--- src/hw/rtl/ctbb_pkg.sv ---
// Shared types, constants and the edge clip function for the clipped tile blitter.
// No dependencies; every other file of the block imports this package.
package ctbb_pkg;

  localparam int unsigned POS_W      = 8;
  localparam int unsigned CODE_W     = 8;
  localparam int unsigned ADDR_W     = 10;
  localparam int unsigned BLOCK_SIZE = 6;
  localparam int unsigned BIDX_W     = 3;   // holds a cell index 0..BLOCK_SIZE-1
  localparam int unsigned LIM_W      = 7;   // holds a window size up to 127
  localparam int unsigned SPOS_W     = 10;  // signed working width for clipping

  typedef struct packed {
    logic                     req_type;
    logic signed [POS_W-1:0]  x_pos;
    logic signed [POS_W-1:0]  y_pos;
    logic        [CODE_W-1:0] code;
  } req_t;

  typedef struct packed {
    logic [ADDR_W-1:0] write_addr;
    logic [CODE_W-1:0] write_code;
    logic              last;
  } wr_t;

  // Visible index range along one axis of the block.
  typedef struct packed {
    logic              empty;
    logic [BIDX_W-1:0] lo;
    logic [BIDX_W-1:0] hi;
  } clip_t;

  // Commands from the controller to the datapath.
  typedef struct packed {
    logic load;     // capture an accepted request
    logic clip;     // register the visible ranges
    logic place;    // set up first visible cell
    logic advance;  // step to the next visible cell
  } dp_cmd_t;

  // Status from the datapath to the controller.
  typedef struct packed {
    logic empty;    // nothing of the request is visible
    logic last;     // current cell is the final visible one
  } dp_stat_t;

  function automatic clip_t clip_axis(logic signed [POS_W-1:0] pos, logic blk,
                                      logic [LIM_W-1:0] limit);
    logic signed [SPOS_W-1:0] p;
    logic signed [SPOS_W-1:0] smax;
    logic signed [SPOS_W-1:0] lim;
    logic signed [SPOS_W-1:0] tail;
    logic signed [SPOS_W-1:0] neg;
    clip_t                    res;
    p     = pos;
    smax  = blk ? SPOS_W'(BLOCK_SIZE - 1) : '0;
    lim   = signed'({{(SPOS_W-LIM_W){1'b0}}, limit});
    tail  = lim - SPOS_W'(1) - p;
    neg   = -p;
    res.empty = ((p + smax) < 0) || (p >= lim);
    res.lo    = (p < 0) ? neg[BIDX_W-1:0] : '0;
    res.hi    = (tail < smax) ? tail[BIDX_W-1:0] : smax[BIDX_W-1:0];
    return res;
  endfunction

endpackage

--- src/hw/rtl/ctbb_ctrl.sv ---
// Controller state machine of the clipped tile blitter.
// Depends on ctbb_pkg for the command and status structs.
module ctbb_ctrl import ctbb_pkg::*; (
  input  logic     clk_i,
  input  logic     rst_ni,
  input  logic     in_valid_i,
  output logic     in_ready_o,
  output logic     out_valid_o,
  input  logic     out_ready_i,
  input  dp_stat_t stat_i,
  output dp_cmd_t  cmd_o
);

  typedef enum logic [1:0] {
    ST_IDLE,
    ST_CLIP,
    ST_PLACE,
    ST_EMIT
  } state_e;

  state_e state_q;
  logic   in_ready_q;
  logic   out_valid_q;

  assign in_ready_o  = in_ready_q;
  assign out_valid_o = out_valid_q;

  assign cmd_o.load    = in_valid_i && in_ready_q;
  assign cmd_o.clip    = (state_q == ST_CLIP);
  assign cmd_o.place   = (state_q == ST_PLACE);
  assign cmd_o.advance = out_valid_q && out_ready_i;

  always_ff @(posedge clk_i or negedge rst_ni) begin
    if (!rst_ni) begin
      state_q     <= ST_IDLE;
      in_ready_q  <= 1'b1;
      out_valid_q <= 1'b0;
    end else begin
      unique case (state_q)
        ST_IDLE: begin
          if (in_valid_i) begin
            state_q    <= ST_CLIP;
            in_ready_q <= 1'b0;
          end
        end
        ST_CLIP: begin
          state_q <= ST_PLACE;
        end
        ST_PLACE: begin
          // drop a fully clipped request
          if (stat_i.empty) begin
            state_q    <= ST_IDLE;
            in_ready_q <= 1'b1;
          end else begin
            state_q     <= ST_EMIT;
            out_valid_q <= 1'b1;
          end
        end
        ST_EMIT: begin
          if (out_ready_i && stat_i.last) begin
            state_q     <= ST_IDLE;
            out_valid_q <= 1'b0;
            in_ready_q  <= 1'b1;
          end
        end
        default: begin
          state_q     <= ST_IDLE;
          in_ready_q  <= 1'b1;
          out_valid_q <= 1'b0;
        end
      endcase
    end
  end

endmodule

--- src/hw/rtl/ctbb_dp.sv ---
// Datapath of the clipped tile blitter: request register, clip ranges, cell walker.
// Depends on ctbb_pkg for types, constants and the clip function.
module ctbb_dp import ctbb_pkg::*; #(
  parameter int unsigned WINDOW_COLS = 24,
  parameter int unsigned WINDOW_ROWS = 24
) (
  input  logic     clk_i,
  input  req_t     req_i,
  input  dp_cmd_t  cmd_i,
  output dp_stat_t stat_o,
  output wr_t      wr_o
);

  localparam int unsigned AW   = $clog2(WINDOW_COLS * WINDOW_ROWS);
  localparam int unsigned AXW  = (AW > ADDR_W) ? AW : ADDR_W;
  localparam int unsigned ROWW = $clog2(WINDOW_ROWS);
  localparam int unsigned COLW = $clog2(WINDOW_COLS);

  req_t              req_q;
  clip_t             cx_q;
  clip_t             cy_q;
  logic              empty_q;
  logic [BIDX_W-1:0] k_q, k_d;
  logic [BIDX_W-1:0] r_q, r_d;
  logic [AXW-1:0]    addr_q, addr_d;
  logic [CODE_W-1:0] code_q, code_d;

  clip_t                    cx_c;
  clip_t                    cy_c;
  logic signed [SPOS_W-1:0] row0;
  logic signed [SPOS_W-1:0] col0;
  logic [BIDX_W-1:0]        span;
  logic                     last_c;

  assign cx_c = clip_axis(req_q.x_pos, req_q.req_type, LIM_W'(WINDOW_COLS));
  assign cy_c = clip_axis(req_q.y_pos, req_q.req_type, LIM_W'(WINDOW_ROWS));

  assign row0 = SPOS_W'(req_q.y_pos) + signed'({{(SPOS_W-BIDX_W){1'b0}}, cy_q.lo});
  assign col0 = SPOS_W'(req_q.x_pos) + signed'({{(SPOS_W-BIDX_W){1'b0}}, cx_q.lo});
  assign span = cx_q.hi - cx_q.lo;

  assign last_c = (r_q == cy_q.hi) && (k_q == cx_q.hi);

  always_comb begin
    k_d    = k_q;
    r_d    = r_q;
    addr_d = addr_q;
    code_d = code_q;
    if (cmd_i.place) begin
      k_d    = cx_q.lo;
      r_d    = cy_q.lo;
      addr_d = AXW'(row0[ROWW-1:0]) * AXW'(WINDOW_COLS) + AXW'(col0[COLW-1:0]);
      code_d = req_q.code + CODE_W'(BLOCK_SIZE) * CODE_W'(cy_q.lo) + CODE_W'(cx_q.lo);
    end else if (cmd_i.advance) begin
      if (k_q == cx_q.hi) begin
        // wrap to the first visible column of the next row
        k_d    = cx_q.lo;
        r_d    = r_q + BIDX_W'(1);
        addr_d = addr_q + AXW'(WINDOW_COLS) - AXW'(span);
        code_d = code_q + CODE_W'(BLOCK_SIZE) - CODE_W'(span);
      end else begin
        k_d    = k_q + BIDX_W'(1);
        addr_d = addr_q + AXW'(1);
        code_d = code_q + CODE_W'(1);
      end
    end
  end

  always_ff @(posedge clk_i) begin
    if (cmd_i.load) begin
      req_q <= req_i;
    end
    if (cmd_i.clip) begin
      cx_q    <= cx_c;
      cy_q    <= cy_c;
      empty_q <= cx_c.empty || cy_c.empty;
    end
    k_q    <= k_d;
    r_q    <= r_d;
    addr_q <= addr_d;
    code_q <= code_d;
  end

  assign stat_o.empty = empty_q;
  assign stat_o.last  = last_c;

  assign wr_o.write_addr = addr_q[ADDR_W-1:0];
  assign wr_o.write_code = code_q;
  assign wr_o.last       = last_c;

endmodule

--- src/hw/rtl/clipped_tile_block_blitter.sv ---
// Top level of the clipped tile blitter: request channel in, buffer write channel out.
// Depends on ctbb_pkg, ctbb_ctrl and ctbb_dp.
//
// Usage:
//   A request transaction (in_valid_i/in_ready_o, payload in_req_i) places either
//   one character or a 6x6 block of consecutive codes at a signed position.
//   Each visible cell yields one write transaction (out_valid_o/out_ready_i,
//   payload out_wr_o) with address row*WINDOW_COLS+column and its code;
//   the final write of a request carries last. Cells cut off at the left or
//   top edge still advance the code; codes wrap modulo 256.
// Timing:
//   After acceptance the controller registers the visible ranges in ST_CLIP
//   and places the first cell in ST_PLACE, then emits one write per cycle
//   while the receiver takes them. A fully clipped request returns from
//   ST_PLACE to idle and produces nothing. The single output register paces
//   the walk, one cell per cycle while the receiver takes it, and a new
//   request is taken only after the last write.
// Reset and stalls:
//   Reset returns the controller to idle with in_ready_o high and no write
//   pending. When the receiver stalls, hold the current write unchanged.
module clipped_tile_block_blitter import ctbb_pkg::*; #(
  parameter int unsigned WINDOW_COLS = 24,
  parameter int unsigned WINDOW_ROWS = 24
) (
  input  logic clk_i,
  input  logic rst_ni,
  input  logic in_valid_i,
  output logic in_ready_o,
  input  req_t in_req_i,
  output logic out_valid_o,
  input  logic out_ready_i,
  output wr_t  out_wr_o
);

  dp_cmd_t  cmd;
  dp_stat_t stat;

  // Sequence the request: accept, clip, place, then emit visible cells.
  ctbb_ctrl u_ctrl (
    .clk_i       (clk_i),
    .rst_ni      (rst_ni),
    .in_valid_i  (in_valid_i),
    .in_ready_o  (in_ready_o),
    .out_valid_o (out_valid_o),
    .out_ready_i (out_ready_i),
    .stat_i      (stat),
    .cmd_o       (cmd)
  );

  // Hold the request, the visible ranges and the current cell.
  ctbb_dp #(
    .WINDOW_COLS (WINDOW_COLS),
    .WINDOW_ROWS (WINDOW_ROWS)
  ) u_dp (
    .clk_i  (clk_i),
    .req_i  (in_req_i),
    .cmd_i  (cmd),
    .stat_o (stat),
    .wr_o   (out_wr_o)
  );

  // Never take a request while a write is pending.
  a_no_overlap : assert property (@(posedge clk_i) disable iff (!rst_ni)
    !(in_ready_o && out_valid_o))
    else $error("request taken while a write is pending");

  // Close the request once its final write is taken.
  a_last_frees : assert property (@(posedge clk_i) disable iff (!rst_ni)
    (out_valid_o && out_ready_i && out_wr_o.last) |=> (in_ready_o && !out_valid_o))
    else $error("block not idle after final write");

  // Keep every write address inside the window.
  a_addr_range : assert property (@(posedge clk_i) disable iff (!rst_ni)
    out_valid_o |-> (32'(out_wr_o.write_addr) < 32'(WINDOW_COLS * WINDOW_ROWS)
                     || (WINDOW_COLS * WINDOW_ROWS) > 1024))
    else $error("write address outside the window");

  // Drop ready for the cycle after a request transaction.
  a_busy_after_accept : assert property (@(posedge clk_i) disable iff (!rst_ni)
    (in_valid_i && in_ready_o) |=> !in_ready_o)
    else $error("ready held after request accepted");

endmodule

--- config.mk ---
export PLATFORM = sky130hd
export DESIGN_NAME = clipped_tile_block_blitter
export DESIGN_NICKNAME = d
export VERILOG_FILES = /design/src/hw/rtl/ctbb_pkg.sv /design/src/hw/rtl/ctbb_ctrl.sv /design/src/hw/rtl/ctbb_dp.sv /design/src/hw/rtl/clipped_tile_block_blitter.sv
export SDC_FILE = /design/constraint.sdc
export NUM_CORES = 1
export LEC_CHECK = 0
export BUFFER_PORTS_ARGS = -buffer_cell sky130_fd_sc_hd__buf_4
export CORE_ASPECT_RATIO = 0.7
export CORE_MARGIN = 10
export CORE_UTILIZATION = 40
export CTS_BUF_LIST = sky130_fd_sc_hd__clkbuf_4
export CTS_CLUSTER_DIAMETER = 150
export DETAILED_ROUTE_END_ITERATION = 8
export GPL_ROUTABILITY_DRIVEN = 0
export PLACE_DENSITY_LB_ADDON = 0.05
export SKIP_CTS_REPAIR_TIMING = 1
export SYNTH_ARGS = -nofsm -noshare
export SYNTH_HDL_FRONTEND = slang
export SYNTH_HIERARCHICAL = 1
export SYNTH_SLANG_ARGS = --single-unit
--- constraint.sdc ---
create_clock -name clk_i -period 8.45 [get_ports clk_i]
set_input_delay 2.535 -clock clk_i [delete_from_list [all_inputs] [get_ports clk_i]]
set_output_delay 2.535 -clock clk_i [all_outputs]
set_load 0.01 [all_outputs]
# After elaboration in Yosys (flattened, before gate mapping)
# Index checks and enable logic that the tools add are counted.
# totals
output_inout_bits	21
in_bits	29
ff_bits	66
wordCells	97
# op_classes
muxes	26
order_cmp	8
multipliers	2
n_addsub	20
n_eq_ne	9
reduce_logical	16
# op_table
cell	n
$lt A32 B1 Y1 const B	2
$mux W10	3
$mux W3	9
$mux W8	3
$add A8 B4 Y9	2
$sub A6 B8 Y9 const A	2
$ge A8 B6 Y1 const B	2
$lt A8 B1 Y1 const B	2
$add A10 B1 Y10 const B	1
$add A10 B5 Y10	1
$add A10 B5 Y10 const B	1
$add A5 B4 Y5	2
$lt A10 B10 Y1	1
$lt A10 B4 Y1	1
$sub A10 B3 Y10	1
$add A8 B1 Y8 const B	1
$add A8 B3 Y8	1
$add A8 B3 Y8 const B	1
$add A8 B6 Y8	1
$pmux W2 S4	1
$sub A8 B3 Y8	1
$mul A5 B2 Y7 const B	1
$add A3 B1 Y3 const B	2
$eq A3 B3 Y1	2
19 further kinds	37

# Longest topological paths before layout
# logic_depth
depth_word	5
ltp_mapped	16
ltp_nobuf	16

# Hierarchy
# The synthesis kept the hierarchy.
# by_module_without_submodules
mod	area_each_um2	seq_area_each_um2	instances	cells_each
ctbb_dp	4719.5	1861.8	1	445
ctbb_ctrl	216.5	101.3	1	23

# Worst setup path after synthesis
# OpenSTA, ideal clock, no wires.
# synth_timing
path_type	register to output
start	reg u_dp/cx_q[1] in the netlist's numbering
end	out out_wr_o[0] in the netlist's numbering
required_time_ns	5.915
path_buffers	2
path_stages_with_launch	6
t_arrival_ns	1.625
path_slack_ns	4.290
cell_sequence	edfxtp_1 > xor2_1 > or3_1 > clkbuf_1 > nor4_1 > buf_4
# synth_between
elab_chain_len	2
# synth_rtl
item	line	rtl
from (decl)	ctbb_dp.sv:20	clip_t cx_q;
from (signal assigned)	ctbb_dp.sv:74	cx_q <= cx_c;
$eq A3 B3 Y1	ctbb_dp.sv:42	assign last_c = (r_q == cy_q.hi) && (k_q == cx_q.hi);
$logic_and A1 B1 Y1	ctbb_dp.sv:42	
to (decl)	clipped_tile_block_blitter.sv:32	output wr_t out_wr_o
# No other way between the ends.

==> metrics.txt <==
ANT cells 0; Starting Density 41.51%; Core Region 11890 um2; largest net degree at the start of global routing 41; synthesized area 4936 um2; Die Span Y 112.9 um; ys flop type edfxtp_1; mux cell area share after synthesis 1.977%; residual DRC count 0; Critical Path Sink Type output port; DRT antenna net count 0; maximum clock frequency 0.1983 GHz; Post-DP HPWL 8397 um; Post-Route WL 10830 um; Non-Filler Instances 681; post-route minimum period 5042 ps; TritonCTS Sinks 66; asr flop ratio synth 6.061%; clock latency on the worst-skew pair 430 ps; first-pass GRT wire length 17660 um; vias in the first global route 3446; Root Driver clkbuf_4; YS warnings 6; period utilization 59.67%; CP startpoint kind flop; Post-synth EDFFs 62; placed cell area 5474 um2; Initial DRC Count 220; post-route cell area 5618 um2; WS Path Type reg -> out; number of fill cells in the layout 1145; IO Pins 50; Yosys cell types 63; CP arrival 2510 ps; worst-path fanout max 8; Synth Area in XOR/XNOR 9.810%; Rows 33; Die Wd 152.8 um; CTS buffer count 9; Syn Inst Count 468; Hold Path Class reg -> reg; CTS tree done; status completed; DR pass1 iterations 4; Vias per Instance 4.987; full die area 17250 um2; Setup-failing EPs final 0; # nets final 621; register area share after synthesis 39.77%; Clk pin slew, worst setup/hold paths 130 ps; RSZ-0062 raised after global routing no; wire per inst 15.90 um; initial antenna violation count 0; FF+latch count, synth 66; Post-Synthesis Mean Instance Area 10.55 um2; layout cells sized above 1 16.22%; fraction of the mapped netlist area in simple logic gates 11.23%; placed cell count 665; Area Growth Syn to Fin 13.81%; final setup TNS 0 ps; Required @ worst endpoint 5920 ps; Worst Clk Skew 9.986 ps; Max Slew Vio Count 0; Least-Margin Pin Slew 1124 ps; syn_nets 570; CTS max path bufs 2; vias 3396; Compound-Gate Fraction of Synth Area 12.17%; Adder-Cell Fraction of Synth Area 20.03%; main combinational cell family by area after synthesis adder cells; GRT overflow 0; H-Tree Depth 3; max cap viols 0; GR Util All Layers 12.44%; Port Buffers 49; Hold Violations, Final 0; slew margin rel. 25.09%
critical path, cell delays in order (launching register included):
cell	delay (ps)
edfxtp_1	440
xor2_1	200
or3_1	550
nor4_1	650
buf_4	240
state kept, by name (all words and copies together) (netlist names):
name                cells
u_ctrl/in_ready_o       1
u_ctrl/out_valid_o      1
u_ctrl/state_q          2
u_dp/addr_q            10
u_dp/code_q             8
u_dp/cx_q               6
u_dp/cy_q               6
u_dp/empty_q            1
u_dp/k_q                3
u_dp/r_q                3
u_dp/req_q             25
through the flow:
stage	setup slack, ps	hold WS [ps]	util, %
global placement	3965	524.7	46.03
floorplan	4290	530.1	-
CTS	3343	543.9	47.24
finish	3408	547.0	47.24
detailed placement	3859	528.6	46.03
global route	3303	557.8	47.24
cells in the final DEF (no fill, tap or decap), types with 5 or more instances in the layout:
cell type  instances
a21o_1             8
ha_1              63
mux2i_1            6
nor2b_1            6
and2_1            10
nand4_1            6
edfxtp_1          62
clkbuf_4           9
buf_4             52
nor2_1            22
nand3_1            8
nand2_1           33
inv_1             50
xor2_1            19
a211oi_1           5
fa_1              10
xnor2_1           30
a21oi_1           28
o21ai_0           27
per-layer routing:
metal  part of all wire [%]  up-vias  global-route usage [%]
li1                       -     1750                       -
met1                     55     1576                   17.99
met2                     40       58                   17.43
met3                    4.4       12                   3.594
met4                    1.4        0                   3.612
met5                      0        -                       0
synthesized netlist by cell type (7+ instances only):
cell	number	area share (%)
a21oi_1	28	2.8
nor2_1	22	1.7
and2_1	10	1.3
xnor2_1	30	5.3
nor2b_1	7	0.89
a21o_1	8	1.2
o21ai_0	27	2.7
ha_1	63	16
nand3_1	8	0.81
edfxtp_1	62	38
xor2_1	19	3.4
nand2_1	33	2.5
fa_1	10	4.1
inv_1	50	3.8
clkbuf_1	8	0.61
final cells by class:
type	count	area (um2)	area share, %
inverters	51	191.4	3.408
repair buffers	52	390.4	6.949
well taps	157	196.4	3.497
clock buffers	9	67.56	1.203
clock inverters	7	76.32	1.359
flip-flops and latches	66	1963	34.94
multi-input cells	339	2733	48.64
worst paths after layout:
check / depth (start not counted) / endpoint / startpoint / slack, ps
worst min register to register: 1 / u_ctrl/in_ready_o / u_ctrl/in_ready_o / 550
worst max register to register: 15 / u_dp/addr_q[8] / u_dp/cx_q[0] / 4580
worst max-delay path: 4 / out_wr_o[0] / u_dp/cx_q[1] / 3410
min in group asynchronous: 1 / u_ctrl/state_q[0] / rst_ni / 1870
worst min-delay path: 1 / u_ctrl/in_ready_o / u_ctrl/in_ready_o / 550
max in group asynchronous: 1 / u_ctrl/in_ready_o / rst_ni / 6390
cells by family (layout without fill, tap and decap cells):
logic type               Yosys count  after routing
AO/OA/AOI/OAI                     97             97
XOR/XNOR                          52             52
adder cells (fa/ha/maj)           73             73
buffers and inverters             63            119
flip-flops                        66             66
multiplexers                       9              9
AND/OR/NAND/NOR                  108            108
Power is not shown: default switching activity piles up to over one toggle a cycle in this logic, so the estimate is an artifact.
